**config.mk**
```make
export PLATFORM = sky130hd
export DESIGN_NAME = refcounted_icon_cache_core
export DESIGN_NICKNAME = d
export VERILOG_FILES = /design/src/rcic_pkg.sv /design/src/refcounted_icon_cache_core.sv /design/src/rcic_store.sv /design/src/rcic_cmp.sv
export VERILOG_INCLUDE_DIRS = /design/src /design/src/src
export SDC_FILE = /design/constraint.sdc
export NUM_CORES = 1
export LEC_CHECK = 0
export ABC_CLOCK_PERIOD_IN_PS = 7100
export CELL_PAD_IN_SITES_DETAIL_PLACEMENT = 0
export CELL_PAD_IN_SITES_GLOBAL_PLACEMENT = 2
export CORE_ASPECT_RATIO = 0.9
export CORE_MARGIN = 2
export CORE_UTILIZATION = 45
export DETAILED_ROUTE_END_ITERATION = 8
export DONT_BUFFER_PORTS = 1
export PLACE_DENSITY_LB_ADDON = 0.1
export SKIP_CTS_REPAIR_TIMING = 1
export SYNTH_ARGS = -nofsm -noshare
export SYNTH_HDL_FRONTEND = slang
export SYNTH_SLANG_ARGS = --single-unit
```
**constraint.sdc**
```tcl
create_clock -name clk -period 7.1 [get_ports clk]
set_input_delay 1.065 -clock clk [delete_from_list [all_inputs] [get_ports clk]]
set_output_delay 1.065 -clock clk [all_outputs]
set_load 0.05 [all_outputs]
```
**src/assert_macros.svh**
```systemverilog
// assertion macros used by the icon cache core
`ifndef ASSERT_MACROS_SVH
`define ASSERT_MACROS_SVH

// clocked assertion with reset disable
`define RCIC_ASSERT(label, prop, msg) \
    label: assert property (@(posedge clk) disable iff (!rst_n) prop) else $error(msg);

// condition that must never hold
`define RCIC_NEVER(label, cond, msg) \
    `RCIC_ASSERT(label, !(cond), msg)

`endif

```
**src/rcic_pkg.sv**
```systemverilog
// types, constants and codes for the reference counted icon cache
`default_nettype none

package rcic_pkg;

    localparam int CACHE_ENTRIES_DEF = 8;
    localparam int ICON_IDS          = 16;

    localparam int ID_W     = 4;
    localparam int DIM_W    = 10;
    localparam int DEPTH_W  = 6;
    localparam int HANDLE_W = 16;
    localparam int REFS_W   = 16;
    localparam int STATUS_W = 4;
    localparam int MASK_W   = 15;

    localparam logic [MASK_W-1:0] MASK_RESET = MASK_W'(63);

    localparam logic CMD_LOCK   = 1'b0;
    localparam logic CMD_UNLOCK = 1'b1;

    localparam logic [STATUS_W-1:0] ST_HIT       = 4'd0;
    localparam logic [STATUS_W-1:0] ST_INSERTED  = 4'd1;
    localparam logic [STATUS_W-1:0] ST_UNCACHED  = 4'd2;
    localparam logic [STATUS_W-1:0] ST_BAD_ID    = 4'd3;
    localparam logic [STATUS_W-1:0] ST_UNREG     = 4'd4;
    localparam logic [STATUS_W-1:0] ST_LOAD_FAIL = 4'd5;
    localparam logic [STATUS_W-1:0] ST_RELEASED  = 4'd6;
    localparam logic [STATUS_W-1:0] ST_DESTROY   = 4'd7;
    localparam logic [STATUS_W-1:0] ST_NULL      = 4'd8;

    typedef struct packed {
        logic [ID_W-1:0]     id;
        logic [REFS_W-1:0]   refs;
        logic [HANDLE_W-1:0] handle;
        logic [DIM_W-1:0]    width;
        logic [DIM_W-1:0]    height;
        logic [DEPTH_W-1:0]  depth;
    } entry_t;

    typedef struct packed {
        logic                cmd;
        logic [ID_W-1:0]     icon_id;
        logic [DIM_W-1:0]    req_width;
        logic [DIM_W-1:0]    req_height;
        logic [DEPTH_W-1:0]  req_depth;
        logic [HANDLE_W-1:0] handle_in;
    } req_t;

    typedef struct packed {
        logic              key_hit;
        logic              handle_hit;
        logic              refs_zero;
        logic [REFS_W-1:0] refs_inc;
        logic [REFS_W-1:0] refs_dec;
    } cmp_t;

endpackage

`default_nettype wire

```
**src/refcounted_icon_cache_core.sv**
```systemverilog
// top level of the reference counted icon cache: sequencer, config and result registers
//
//  channel   direction  handshake              payload
//  in        input      in_valid / in_stall    cmd icon_id req_width req_height req_depth handle_in
//  out       output     out_valid / out_stall  status handle_out evict_valid evicted_handle
//  cfg       input      cfg_valid / cfg_ready  registered_mask
//
//  one entry is read and compared per cycle through a single memory read port
//  unlock or lock hit at entry k: entries 0 to k scanned, then result; bad id or null: no scan
//  lock miss with free entry f: full forward scan, backward scan to f, shift below f, insert at 0
//  reset clears control state and entry valid bits at once, no clearing pass
//  one item at a time; a new item is taken while the previous result waits on out_stall
`default_nettype none

`include "assert_macros.svh"

module refcounted_icon_cache_core
    import rcic_pkg::*;
#(
    parameter int CACHE_ENTRIES = CACHE_ENTRIES_DEF
)
(
    input  wire logic                clk,
    input  wire logic                rst_n,

    input  wire logic                in_valid,
    output logic                     in_stall,
    input  wire logic                cmd,
    input  wire logic [ID_W-1:0]     icon_id,
    input  wire logic [DIM_W-1:0]    req_width,
    input  wire logic [DIM_W-1:0]    req_height,
    input  wire logic [DEPTH_W-1:0]  req_depth,
    input  wire logic [HANDLE_W-1:0] handle_in,

    output logic                     out_valid,
    input  wire logic                out_stall,
    output logic [STATUS_W-1:0]      status,
    output logic [HANDLE_W-1:0]      handle_out,
    output logic                     evict_valid,
    output logic [HANDLE_W-1:0]      evicted_handle,

    input  wire logic                cfg_valid,
    output logic                     cfg_ready,
    input  wire logic [MASK_W-1:0]   registered_mask
);

    localparam int IDX_W = $clog2(CACHE_ENTRIES);
    localparam logic [IDX_W-1:0] LAST_IDX = IDX_W'(CACHE_ENTRIES - 1);

    localparam logic [2:0] S_IDLE  = 3'd0;
    localparam logic [2:0] S_FWD   = 3'd1;
    localparam logic [2:0] S_BWD   = 3'd2;
    localparam logic [2:0] S_SHIFT = 3'd3;
    localparam logic [2:0] S_INS   = 3'd4;
    localparam logic [2:0] S_RES   = 3'd5;

    logic [2:0]          state_reg, state_next;
    logic [IDX_W-1:0]    idx_reg, idx_next;
    req_t                req_reg, req_next;
    logic [MASK_W-1:0]   mask_reg;

    logic [STATUS_W-1:0] res_status_reg, res_status_next;
    logic [HANDLE_W-1:0] res_hout_reg, res_hout_next;
    logic                res_ev_reg, res_ev_next;
    logic [HANDLE_W-1:0] res_evh_reg, res_evh_next;

    logic                out_valid_reg, out_valid_next;
    logic [STATUS_W-1:0] out_status_reg;
    logic [HANDLE_W-1:0] out_hout_reg;
    logic                out_ev_reg;
    logic [HANDLE_W-1:0] out_evh_reg;

    entry_t              rd_data;
    entry_t              wr_data;
    logic                wr_en;
    logic [IDX_W-1:0]    wr_addr;
    cmp_t                cmp;

    logic                in_xfer;
    logic                out_load;
    logic                bad_id;
    logic                reg_ok;
    logic [ID_W-1:0]     id_bit;
    logic [MASK_W:0]     mask_ext;

    rcic_store #(
        .ENTRIES (CACHE_ENTRIES)
    ) u_store (
        .clk     (clk),
        .rst_n   (rst_n),
        .rd_addr (idx_next),
        .rd_data (rd_data),
        .wr_en   (wr_en),
        .wr_addr (wr_addr),
        .wr_data (wr_data)
    );

    rcic_cmp u_cmp (
        .req (req_reg),
        .ent (rd_data),
        .res (cmp)
    );

    assign in_stall  = (state_reg != S_IDLE);
    assign in_xfer   = in_valid && !in_stall;
    assign cfg_ready = 1'b1;
    assign out_load  = (state_reg == S_RES) && (!out_valid_reg || !out_stall);

    assign bad_id   = (icon_id == '0) || (32'(icon_id) >= ICON_IDS);
    // ids past the mask width count as unregistered
    assign id_bit   = req_reg.icon_id - ID_W'(1);
    assign mask_ext = {1'b0, mask_reg};
    assign reg_ok   = (32'(id_bit) < MASK_W) && mask_ext[id_bit];

    always_comb
    begin
        state_next      = state_reg;
        idx_next        = idx_reg;
        req_next        = req_reg;
        res_status_next = res_status_reg;
        res_hout_next   = res_hout_reg;
        res_ev_next     = res_ev_reg;
        res_evh_next    = res_evh_reg;
        wr_en           = 1'b0;
        wr_addr         = idx_reg;
        wr_data         = rd_data;

        unique case (state_reg)
            S_IDLE:
            begin
                idx_next = '0;
                if (in_xfer)
                begin
                    req_next.cmd        = cmd;
                    req_next.icon_id    = icon_id;
                    req_next.req_width  = req_width;
                    req_next.req_height = req_height;
                    req_next.req_depth  = req_depth;
                    req_next.handle_in  = handle_in;
                    res_hout_next       = '0;
                    res_ev_next         = 1'b0;
                    res_evh_next        = '0;
                    if (cmd == CMD_UNLOCK && handle_in == '0)
                    begin
                        res_status_next = ST_NULL;
                        state_next      = S_RES;
                    end
                    else if (cmd == CMD_LOCK && bad_id)
                    begin
                        res_status_next = ST_BAD_ID;
                        state_next      = S_RES;
                    end
                    else
                    begin
                        state_next = S_FWD;
                    end
                end
            end
            S_FWD:
            begin
                if (req_reg.cmd == CMD_UNLOCK)
                begin
                    if (cmp.handle_hit)
                    begin
                        wr_en           = 1'b1;
                        wr_data.refs    = cmp.refs_dec;
                        res_status_next = ST_RELEASED;
                        state_next      = S_RES;
                    end
                    else if (idx_reg == LAST_IDX)
                    begin
                        res_status_next = ST_DESTROY;
                        res_hout_next   = req_reg.handle_in;
                        state_next      = S_RES;
                    end
                    else
                    begin
                        idx_next = idx_reg + IDX_W'(1);
                    end
                end
                else
                begin
                    if (cmp.key_hit)
                    begin
                        wr_en           = 1'b1;
                        wr_data.refs    = cmp.refs_inc;
                        res_status_next = ST_HIT;
                        res_hout_next   = rd_data.handle;
                        state_next      = S_RES;
                    end
                    else if (idx_reg == LAST_IDX)
                    begin
                        if (!reg_ok)
                        begin
                            res_status_next = ST_UNREG;
                            state_next      = S_RES;
                        end
                        else if (req_reg.handle_in == '0)
                        begin
                            res_status_next = ST_LOAD_FAIL;
                            state_next      = S_RES;
                        end
                        else
                        begin
                            idx_next   = LAST_IDX;
                            state_next = S_BWD;
                        end
                    end
                    else
                    begin
                        idx_next = idx_reg + IDX_W'(1);
                    end
                end
            end
            S_BWD:
            begin
                if (cmp.refs_zero)
                begin
                    res_ev_next  = (rd_data.handle != '0);
                    res_evh_next = rd_data.handle;
                    if (idx_reg == '0)
                    begin
                        state_next = S_INS;
                    end
                    else
                    begin
                        idx_next   = idx_reg - IDX_W'(1);
                        state_next = S_SHIFT;
                    end
                end
                else if (idx_reg == '0)
                begin
                    res_status_next = ST_UNCACHED;
                    res_hout_next   = req_reg.handle_in;
                    state_next      = S_RES;
                end
                else
                begin
                    idx_next = idx_reg - IDX_W'(1);
                end
            end
            S_SHIFT:
            begin
                // move entry idx up by one
                wr_en   = 1'b1;
                wr_addr = idx_reg + IDX_W'(1);
                if (idx_reg == '0)
                begin
                    state_next = S_INS;
                end
                else
                begin
                    idx_next = idx_reg - IDX_W'(1);
                end
            end
            S_INS:
            begin
                wr_en           = 1'b1;
                wr_addr         = '0;
                wr_data.id      = req_reg.icon_id;
                wr_data.refs    = REFS_W'(1);
                wr_data.handle  = req_reg.handle_in;
                wr_data.width   = req_reg.req_width;
                wr_data.height  = req_reg.req_height;
                wr_data.depth   = req_reg.req_depth;
                res_status_next = ST_INSERTED;
                res_hout_next   = req_reg.handle_in;
                state_next      = S_RES;
            end
            S_RES:
            begin
                idx_next = '0;
                if (out_load)
                begin
                    state_next = S_IDLE;
                end
            end
            default:
            begin
                state_next = S_IDLE;
            end
        endcase
    end

    always_comb
    begin
        out_valid_next = out_valid_reg;
        if (out_load)
        begin
            out_valid_next = 1'b1;
        end
        else if (!out_stall)
        begin
            out_valid_next = 1'b0;
        end
    end

    always_ff @(posedge clk or negedge rst_n)
    begin
        if (!rst_n)
        begin
            state_reg     <= S_IDLE;
            idx_reg       <= '0;
            mask_reg      <= MASK_RESET;
            out_valid_reg <= 1'b0;
        end
        else
        begin
            state_reg     <= state_next;
            idx_reg       <= idx_next;
            out_valid_reg <= out_valid_next;
            if (cfg_valid && cfg_ready)
            begin
                mask_reg <= registered_mask;
            end
        end
    end

    always_ff @(posedge clk)
    begin
        req_reg        <= req_next;
        res_status_reg <= res_status_next;
        res_hout_reg   <= res_hout_next;
        res_ev_reg     <= res_ev_next;
        res_evh_reg    <= res_evh_next;
        if (out_load)
        begin
            out_status_reg <= res_status_reg;
            out_hout_reg   <= res_hout_reg;
            out_ev_reg     <= res_ev_reg;
            out_evh_reg    <= res_ev_reg ? res_evh_reg : '0;
        end
    end

    assign out_valid      = out_valid_reg;
    assign status         = out_status_reg;
    assign handle_out     = out_hout_reg;
    assign evict_valid    = out_ev_reg;
    assign evicted_handle = out_evh_reg;

    `RCIC_NEVER(a_no_write_idle, wr_en && state_reg == S_IDLE, "entry write while idle")
    `RCIC_ASSERT(a_result_from_res, $rose(out_valid_reg) |-> $past(state_reg == S_RES), "result not from result state")
    `RCIC_ASSERT(a_evict_on_insert, out_valid_reg && out_ev_reg |-> out_status_reg == ST_INSERTED && out_evh_reg != '0, "eviction without insert")

endmodule

`default_nettype wire

```
**src/rcic_store.sv**
```systemverilog
// entry memory with per-entry valid bits and registered read
`default_nettype none

module rcic_store
    import rcic_pkg::*;
#(
    parameter int ENTRIES = CACHE_ENTRIES_DEF,
    localparam int IDX_W = $clog2(ENTRIES)
)
(
    input  wire logic             clk,
    input  wire logic             rst_n,
    input  wire logic [IDX_W-1:0] rd_addr,
    output entry_t                rd_data,
    input  wire logic             wr_en,
    input  wire logic [IDX_W-1:0] wr_addr,
    input  entry_t                wr_data
);

    entry_t             mem_reg [ENTRIES];
    entry_t             rd_mem_reg;
    logic [ENTRIES-1:0] vld_reg;
    logic               rd_vld_reg;

    always_ff @(posedge clk)
    begin
        if (wr_en)
        begin
            mem_reg[wr_addr] <= wr_data;
        end
        rd_mem_reg <= mem_reg[rd_addr];
    end

    // entries never written read as empty
    always_ff @(posedge clk or negedge rst_n)
    begin
        if (!rst_n)
        begin
            vld_reg    <= '0;
            rd_vld_reg <= 1'b0;
        end
        else
        begin
            if (wr_en)
            begin
                vld_reg[wr_addr] <= 1'b1;
            end
            rd_vld_reg <= vld_reg[rd_addr];
        end
    end

    assign rd_data = rd_vld_reg ? rd_mem_reg : '0;

endmodule

`default_nettype wire

```
**src/rcic_cmp.sv**
```systemverilog
// shared compare and count unit applied to one entry per cycle
`default_nettype none

module rcic_cmp
    import rcic_pkg::*;
(
    input  req_t   req,
    input  entry_t ent,
    output cmp_t   res
);

    always_comb
    begin
        res.key_hit    = (ent.id == req.icon_id) && (ent.width == req.req_width)
                         && (ent.height == req.req_height) && (ent.depth == req.req_depth);
        res.handle_hit = (ent.handle == req.handle_in);
        res.refs_zero  = (ent.refs == '0);
        // saturate at the top, floor at zero
        res.refs_inc   = (&ent.refs) ? ent.refs : ent.refs + REFS_W'(1);
        res.refs_dec   = res.refs_zero ? ent.refs : ent.refs - REFS_W'(1);
    end

endmodule

`default_nettype wire

```
# ---- Word level (Yosys, flattened, before mapping)
# Memories as Yosys holds them, arrays and structs flattened. A register that Yosys moved wholly into a read port is not among the register bits.
# Cells that the tools add are included.
dict set report word_totals {
  register_bits 152
  latch_bits 0
  ramBits 496
  romBits 0
  input_bits 67
  out_inout_bits 40
  wordCells 166
  mem_count 1
}
# name depth word_bits read_ports rd_ports_with_merged_regs write_ports line
set mem_list {}
lappend mem_list {u_store.mem_reg 8 62 1 1 1 rcic_store.sv:20} ;# entry_t mem_reg [ENTRIES];
dict set report op_classes {
  n_addsub 5
  multipliers 0
  div_mod_pow 0
  magnitude_cmp 5
  eq_ne 26
  shift 0
  n_mux 75
  n_bitwise 2
  n_reduce_logical 32
}
# op count
set op_table {}
lappend op_table {{2-to-1 mux 16 bit} 13}
lappend op_table {{2-to-1 mux 3 bit} 23}
lappend op_table {{one-hot mux 16 bit (2 select lines)} 2}
lappend op_table {{one-hot mux 16 bit (4 select lines)} 1}
lappend op_table {{2-to-1 mux 62 bit} 1}
lappend op_table {{2-to-1 mux 4 bit} 13}
lappend op_table {{zero test 16 bit} 3}
lappend op_table {{2-to-1 mux 42 bit} 1}
lappend op_table {{equality test 10 bit} 2}
lappend op_table {{one-hot mux 3 bit (6 select lines)} 1}
lappend op_table {{adder 16 x 1 -> 16 bit (second input constant)} 1}
lappend op_table {{equality test 16 bit} 1}
lappend op_table {{one-hot mux 4 bit (4 select lines)} 1}
lappend op_table {{AND reduction 16 bit} 1}
lappend op_table {{nonzero test 16 bit} 1}
lappend op_table {{subtractor 16 x 1 -> 16 bit (second input constant)} 1}
lappend op_table {{!= test 3 bit (second input constant)} 5}
lappend op_table {{2-to-1 mux 1 bit} 12}
lappend op_table {{!= test 2 bit (second input constant)} 6}
lappend op_table {{equality test 3 bit (second input constant)} 3}
lappend op_table {{logical AND 1 bit} 9}
lappend op_table {{one-hot mux 3 bit (3 select lines)} 1}
lappend op_table {{< comparator 3 x 4 -> 1 bit (second input constant)} 2}
lappend op_table {{!= test 4 bit (second input constant)} 2}
lappend op_table {{32 further kinds} 39}

# ---- Logic depth before layout (Yosys ltp)
# Gate-level depths: netlist (run 1).
dict set report depth {
  depth_word 11
  ltp_mapped 17
  ltp_nobuf 12
}

# ---- By module
# A second synthesis (run 1) with hierarchy kept.
dict set report hier_totals {
  cells_unflattened 1665
  area_unflattened_um2 28788.9
}
# module n_inst cells_each area_per_inst_um2 seq_area_each_um2
set modules_own_cells {}
lappend modules_own_cells {rcic_store 1 883 20668.6 16360.7}
lappend modules_own_cells {refcounted_icon_cache_core 1 598 6785.3 4191.5}
lappend modules_own_cells {rcic_cmp 1 184 1335.0 0.0}

# ---- Least setup slack after synthesis (run 1)
# OpenSTA, ideal clock, no wires.
dict set report synth_timing {
  path_type {reg-to-reg}
  from {register u_store.rd_vld_reg}
  to {memory u_store.mem_reg[4][0] (netlist bit), enable pin}
  setup_ns 0.482
  t_arrival_ns 4.595
  required_time_ns 6.618
  slack_ns 2.023
  path_stages_with_launch 13
  n_path_buf 2
  synth_period_minus_slack_ns 5.077
  path_cell_list {dfrtp_1 buf_4 buf_6 o21a_1 nor3_1 o22ai_1 nor4_2 nand3_2 o21ai_2 nand2_1 a21oi_1 nor2_1 nor2_1}
}
dict set report synth_between {
  elab_chain_len 10
  elab_cells_between_ends 15
  cone_classes {eq/ne (5); mux (7); reduce/logical (3)}
}
# item line
set synth_lines {}
lappend synth_lines {{from (decl)} rcic_store.sv:23} ;# logic rd_vld_reg;
lappend synth_lines {{from (signal assigned)} rcic_store.sv:48} ;# rd_vld_reg <= vld_reg[rd_addr];
lappend synth_lines {{2-to-1 mux 62 bit *} rcic_store.sv:52} ;# assign rd_data = rd_vld_reg ? rd_mem_reg : '0;
lappend synth_lines {{equality test 10 bit / equality test 4 bit (equally long branches)} rcic_cmp.sv:14} ;# res.key_hit = (ent.id == req.icon_id) && (ent.width == req.req_width)
lappend synth_lines {{logical AND 1 bit} rcic_cmp.sv:14}
lappend synth_lines {{logical AND 1 bit (2 in a row)} rcic_cmp.sv:15} ;# && (ent.height == req.req_height) && (ent.depth == req.req_depth);
lappend synth_lines {{2-to-1 mux 1 bit} refcounted_icon_cache_core.sv:183} ;# if (cmp.key_hit)
lappend synth_lines {{2-to-1 mux 1 bit *} refcounted_icon_cache_core.sv:161} ;# if (req_reg.cmd == CMD_UNLOCK)
lappend synth_lines {{one-hot mux 1 bit (2 select lines) *} refcounted_icon_cache_core.sv:128} ;# unique case (state_reg)
lappend synth_lines {{2-to-1 mux 1 bit *} rcic_store.sv:27} ;# if (wr_en)
lappend synth_lines {{2-to-1 mux 1 bit (not written as such) *} rcic_store.sv:29} ;# mem_reg[wr_addr] <= wr_data;
lappend synth_lines {{to (decl)} rcic_store.sv:20}
# Mark *: on every way between the ends. The rest lies on a longest branch, timed or not.

# ---- Worst setup path in the final report (run 1)
dict set report layout_timing {
  from {register u_store.rd_vld_reg}
  to {register, netlist name u_store.rd_mem_reg[52]}
}
dict set report layout_between {
  elab_chain_len 8
  elab_cells_between_ends 13
  cone_classes {eq/ne (5); mux (5); reduce/logical (3)}
}
# item line
set layout_lines {}
lappend layout_lines {{2-to-1 mux 62 bit *} rcic_store.sv:52}
lappend layout_lines {{equality test 10 bit / equality test 4 bit (equally long branches)} rcic_cmp.sv:14}
lappend layout_lines {{logical AND 1 bit} rcic_cmp.sv:14}
lappend layout_lines {{logical AND 1 bit (2 in a row)} rcic_cmp.sv:15}
lappend layout_lines {{2-to-1 mux 3 bit} refcounted_icon_cache_core.sv:183}
lappend layout_lines {{2-to-1 mux 3 bit *} refcounted_icon_cache_core.sv:161}
lappend layout_lines {{one-hot mux 3 bit (3 select lines) *} refcounted_icon_cache_core.sv:128}
# Marked as above.
# A chain may end at the register's enable or synchronous reset.

==> reports/qor.csv, run 1 <==
stage;metric;value;unit
sta;Fmax achieved;197.7;MHz
floorplan;core area;0.06559;sq mm
sta;worst hold margin;0.1480;ns
placement;Port-buffer cells;0;
routing;count of antenna-violating nets left after detailed routing;0;
synth;top-area cell type share of the netlist area;62.12;%
floorplan;Starting Density;45.47;%
routing;Vias;16046;
synth;Mapped Cells;1947;
synth;Post-Syn Area;0.02983;sq mm
critical_path;Crit Path Class;flop to flop;
global_route;vias in the first global route;15996;
finish;Fillers;5470;
finish;Layout Cells excl Fill;2874;
clock_network;Clock transition at path regs;0.06;ns
power_and_ir_drop;part of the power in registers;42.3;%
sta;max-slew violations;0;
floorplan;Rows;89;
critical_path;CP arrival;5.55;ns
placement;Placer Congestion;0.8196;
sta;setup TNS;0;ns
sta;Final Setup Violations;0;
finish;Layout Utilization;50.51;%
critical_path;crit start category;flop;
clock_network;clock latency on the worst-skew pair;0.61;ns
global_route;total gr overflow;0;
floorplan;Die H;248.2;um
synth;Yosys cell types;67;
synth;#FFs+latches synth;710;
sta;Fin. Hold Viols;0;
job;Max-Cap Viols;0;
finish;area of the multi-input gates;0.008687;sq mm
synth;Ys Warns;0;
synth;synth top area cells;edfxtp_1 (62%), mux2i_1 (13%), dfxtp_1 (4.2%);
global_route;first-pass GRT wire length;100000;um
synth;Syn Nets;2023;
sta;Max-slew headroom;17.75;%
finish;area delta synth->final;11.07;%
power_and_ir_drop;Psw;5.370;mW
global_route;initial antenna violation count;0;
sta;Final min period;5.059;ns
critical_path;crit path max fanout;78;
finish;final instance area;0.03313;sq mm
sta;period utilisation layout;71.25;%
synth;largest area contributor in the netlist;edfxtp_1;
finish;antenna cells;0;
synth;post-synthesis area per instance;15.32;sq um
synth;Post-synth ARST share;4.366;%
power_and_ir_drop;Int Pwr;10.17;mW
critical_path;Worst EP required;7.59;ns
power_and_ir_drop;final total power;15.54;mW
finish;max reg flops;496;
finish;layout cells sized above 1;12.29;%
synth;post-synthesis sequential area ratio;68.91;%
routing;Detailed Routing Iterations Pass 1;5;
clock_network;CTS buffer count;75;
routing;overall routed net length;66650;um
sta;Final Skew;0.02164;ns
clock_network;CTS tree;done;
power_and_ir_drop;PwrDens;469.1;mW/mm^2
placement;DP Area;0.03073;sq mm
run_status;status;finished, final reports clean;
synth;Main synth FF type;edfxtp_1;
placement;placed cell count;2736;
finish;commonest non-fill, non-tap cell in the layout;edfxtp_1;
power_and_ir_drop;P_leak;12.40;nW
routing;initial DRC count;931;
global_route;largest net degree at the start of global routing;93;
clock_network;clock sink total;710;
floorplan;Die Width;275.4;um
placement;DPL Wire Length;39610;um
synth;Post-synth EDFFs;617;
routing;DR DRC count;0;
clock_network;clk root buf;clkbuf_16;
sta;worst slew pin tran;1.226;ns
sta;final worst setup slack;2.041;ns
finish;most frequent cells in the layout;edfxtp_1 (617), mux2i_1 (383), nand2_1 (142);
placement;Place WS;2.031;ns
clock_network;CTS H-tree depth;3;
routing;drt wl/cell;23.19;um
sta;RSZ-0062 raised after global routing;no;
finish;NumNets Final;2025;
global_route;gr usage total;19.54;%
power_and_ir_drop;clock share of power;24.4;%
critical_path;CP endpoint kind;flop;
floorplan;I/O pin count;107;
power_and_ir_drop;Sw Share;34.55;%
power_and_ir_drop;Max VDD drop;0.4900;mV
routing;via density per instance;5.583;
power_and_ir_drop;Comb power frac;33.3;%
hold_path;worst min path class;input port to asynchronous set/reset pin;
floorplan;Die ar.;0.06836;sq mm
clock_network;Clock Tree Buf Depth;3;
finish;FF+latch area;0.02056;sq mm
## path summary, 6_finish.rpt
| path | start | endpoint | slack, ns | depth (start not counted) |
|---|---|---|---|---|
| worst max-delay path | u_store.rd_vld_reg | u_store.rd_mem_reg[52] | 2.04 | 12 |
| worst min-delay path | rst_n | u_store.vld_reg[6] | 0.15 | 0 |
| worst max register to register | u_store.rd_vld_reg | u_store.rd_mem_reg[52] | 2.04 | 12 |
| worst min register to register | res_hout_reg[1] | handle_out[1] | 0.41 | 0 |
| max in group asynchronous | rst_n | mask_reg[5] | 6.77 | 0 |
| min in group clk | res_hout_reg[1] | handle_out[1] | 0.41 | 0 |
## kinds of logic after synthesis
kind of cell	Yosys count	share of synthesized area [%]
multiplexers	473	16.36
adder cells (fa/ha/maj)	9	0.3776
AND/OR/NAND/NOR	414	6.863
other	1	0.01257
AO/OA/AOI/OAI	196	4.363
buffers and inverters	119	2.379
XOR/XNOR	25	0.7341
flip-flops	710	68.91
## synth_stat cells (all sizes together), types with 4 or more instances
cell     number
a21oi        28
mux2i       383
ha            9
nor3         15
xnor2        10
clkbuf       37
nand2       142
and4          5
or2           7
xor2         15
dfstp         6
nand4        19
or3           5
nand2b        4
dfxtp        62
nand4b       23
nor2         88
o21ai        61
a2bb2oi       8
nand3        57
o31ai         5
a22oi         6
inv          16
dfrtp        25
o41ai         4
o22ai        21
o21a          8
and3          5
o21bai        4
a211oi        8
nor4         14
and2         20
buf          66
mux2         87
edfxtp      617
a32o         16
## cell type report
cell class,count,share of cell area [%]
Tap cell,864,3.263
Clock inverter,34,0.9064
Clock buffer,104,6.330
Sequential cell,710,62.05
Inverter,16,0.1813
Multi-Input combinational cell,1118,26.22
Timing Repair Buffer,28,1.050
## layer usage
metal | part of all wire, % | GRT usage [%] | vias to the layer above | wire [um]
met2 | 50 | 33.20 | 261 | 33050
met3 | 3.3 | 3.152 | 87 | 2179
met5 | 0 | 0 | - | 0
met1 | 45 | 26.33 | 8195 | 30190
met4 | 1.9 | 4.738 | 0 | 1234
li1 | - | - | 7503 | -
## power by group through the flow
stage          Combinational, mW  Sequential (mW)  Clock, mW
2_1_floorplan               4.22             6.35          0
3_3_place_gp                5.18             6.65          0
3_5_place_dp                5.25             6.65          0
4_1_cts                     5.28             6.57       3.89
5_1_grt                     5.66             6.65       4.06
6_report                    5.18             6.57       3.80
## critical path, stage by stage, from the launching register on
cell,delay [ns]
dfrtp_4,0.90
buf_4,0.72
nand4b_1,0.16
a2bb2oi_1,0.17
a22oi_1,0.25
and4_1,0.48
o21ai_0,0.13
o21a_1,0.18
a32oi_4,0.58
buf_12,0.43
mux2i_1,0.28
mux2i_1,0.13
mux2_2,0.30
Power figures use the tool's default switching activity.
==> inputs of run 2 (changes only) <==
ABC_CLOCK_PERIOD_IN_PS = 4590   (was 7100)
CORE_UTILIZATION = 43   (was 45)
clock period = 4.59 ns   (was 7.1 ns; I/O delays follow)
==> run 2 against run 1 <==
Count of clock-buffer cells in the layout rose by 5. Sequential power increased by 54%. Hold slack better by 0.016 ns. Via count up 1.0%. Design area rose by 3.3%. Flip-flop and latch count did not move. Critical endpoint is now u_store.rd_mem_reg[8]. Largest cell class unchanged.
==> reports/qor.csv, run 2 (synthesis gave the netlist of run 1 again) <==
stage;metric;value;unit
sta;Fin. Hold Viols;0;
routing;DR DRC count;0;
floorplan;core area;0.06854;sq mm
placement;DPL Wire Length;43360;um
routing;Detailed Routing Iterations Pass 1;5;
global_route;gr usage total;19.40;%
floorplan;Die H;253.9;um
critical_path;Crit Path Class;flop to flop;
critical_path;CP endpoint kind;flop;
floorplan;Rows;91;
global_route;initial antenna violation count;0;
sta;worst hold margin;0.1638;ns
finish;most frequent cells in the layout;edfxtp_1 (617), mux2i_1 (383), nand2_1 (142);
run_status;status;finished, final reports clean;
critical_path;Worst EP required;5.08;ns
critical_path;CP arrival;4.82;ns
clock_network;clock sink total;710;
finish;layout cells sized above 1;14.89;%
finish;NumNets Final;2090;
sta;Final min period;4.328;ns
clock_network;Clock transition at path regs;0.06;ns
global_route;total gr overflow;0;
clock_network;CTS H-tree depth;3;
sta;period utilisation layout;94.30;%
power_and_ir_drop;PwrDens;725.3;mW/mm^2
clock_network;clk root buf;clkbuf_16;
routing;initial DRC count;1275;
global_route;vias in the first global route;16236;
placement;placed cell count;2864;
sta;worst slew pin tran;1.172;ns
hold_path;worst min path class;input port to flop;
sta;Final Setup Violations;0;
floorplan;Starting Density;43.51;%
routing;drt wl/cell;22.93;um
placement;Port-buffer cells;0;
finish;commonest non-fill, non-tap cell in the layout;edfxtp_1;
power_and_ir_drop;Max VDD drop;0.3706;mV
routing;count of antenna-violating nets left after detailed routing;0;
sta;Max-slew headroom;21.36;%
critical_path;crit start category;flop;
finish;final instance area;0.03423;sq mm
routing;via density per instance;5.394;
finish;Fillers;5851;
power_and_ir_drop;final total power;24.83;mW
finish;Layout Utilization;49.94;%
clock_network;CTS buffer count;75;
clock_network;clock latency on the worst-skew pair;0.62;ns
floorplan;Die ar.;0.07149;sq mm
floorplan;Die Width;281.6;um
finish;Layout Cells excl Fill;3005;
sta;Fmax achieved;231.0;MHz
job;Max-Cap Viols;0;
clock_network;CTS tree;done;
global_route;largest net degree at the start of global routing;50;
finish;max reg flops;496;
sta;final worst setup slack;0.2617;ns
routing;overall routed net length;68900;um
finish;antenna cells;0;
clock_network;Clock Tree Buf Depth;3;
routing;Vias;16210;
placement;Place WS;0.1888;ns
placement;Placer Congestion;0.8024;
sta;max-slew violations;0;
finish;area delta synth->final;14.77;%
critical_path;crit path max fanout;39;
sta;Final Skew;0.02475;ns
sta;setup TNS;0;ns
global_route;first-pass GRT wire length;102800;um
floorplan;I/O pin count;107;
placement;DP Area;0.03173;sq mm
sta;RSZ-0062 raised after global routing;no;
power_and_ir_drop;P_leak;12.88;nW
## run 2: cell types whose count changed in the layout (fill, tap and decap cells not counted), sizes merged
cell and delta:
buf +64, clkinvlp -1, inv -2, clkbuf +5
clkinv -4, bufinv +2, dlygate4sd3 +1
## run 2: cell type report
type | instances | area, sq um | area share [%]
Sequential cell | 710 | 20560 | 60.05
Timing Repair Buffer | 93 | 1314 | 3.838
Inverter | 16 | 60.06 | 0.1754
Multi-Input combinational cell | 1118 | 8687 | 25.38
Clock inverter | 29 | 335.3 | 0.9795
Clock buffer | 109 | 2117 | 6.184
Tap cell | 930 | 1164 | 3.399
## run 2: path summary, 6_finish.rpt
check | startpoint | slack, ns | cells past startpoint | end
worst min register to register | res_status_reg[1] | 0.40 | 0 | status[1]
max in group asynchronous | rst_n | 3.81 | 2 | mask_reg[5]
worst min-delay path | handle_in[12] | 0.16 | 0 | req_reg[12]
min in group asynchronous | rst_n | 0.51 | 2 | out_valid
worst max-delay path | u_store.rd_vld_reg | 0.26 | 14 | u_store.rd_mem_reg[8]
worst max register to register | u_store.rd_vld_reg | 0.26 | 14 | u_store.rd_mem_reg[8]
## run 2: report_power, final
part           switching [mW]  internal (mW)  leakage [nW]
combinational            4.84           3.88          5.14
sequential               1.18           8.95          6.55
clock                    2.42           3.56          1.19
## run 2: layer usage
metal | vias to the layer above | share of wire, % | wire [um] | track usage, %
li1 | 7633 | - | - | -
met1 | 8199 | 45 | 31190 | 26.23
met2 | 282 | 49 | 33680 | 32.50
met3 | 96 | 3.5 | 2436 | 3.190
met4 | 0 | 2.3 | 1592 | 5.258
met5 | - | 0 | 0 | 0
## run 2: critical path, stage by stage (launching register included)
cell,delay (ns)
dfrtp_4,0.67
buf_12,0.25
o21a_1,0.13
nor3_1,0.30
o22ai_1,0.14
nor4_2,0.48
buf_4,0.20
nand3_2,0.15
o21a_1,0.33
a32oi_4,0.34
buf_12,0.24
buf_12,0.28
mux2i_1,0.24
mux2i_1,0.10
mux2_1,0.29
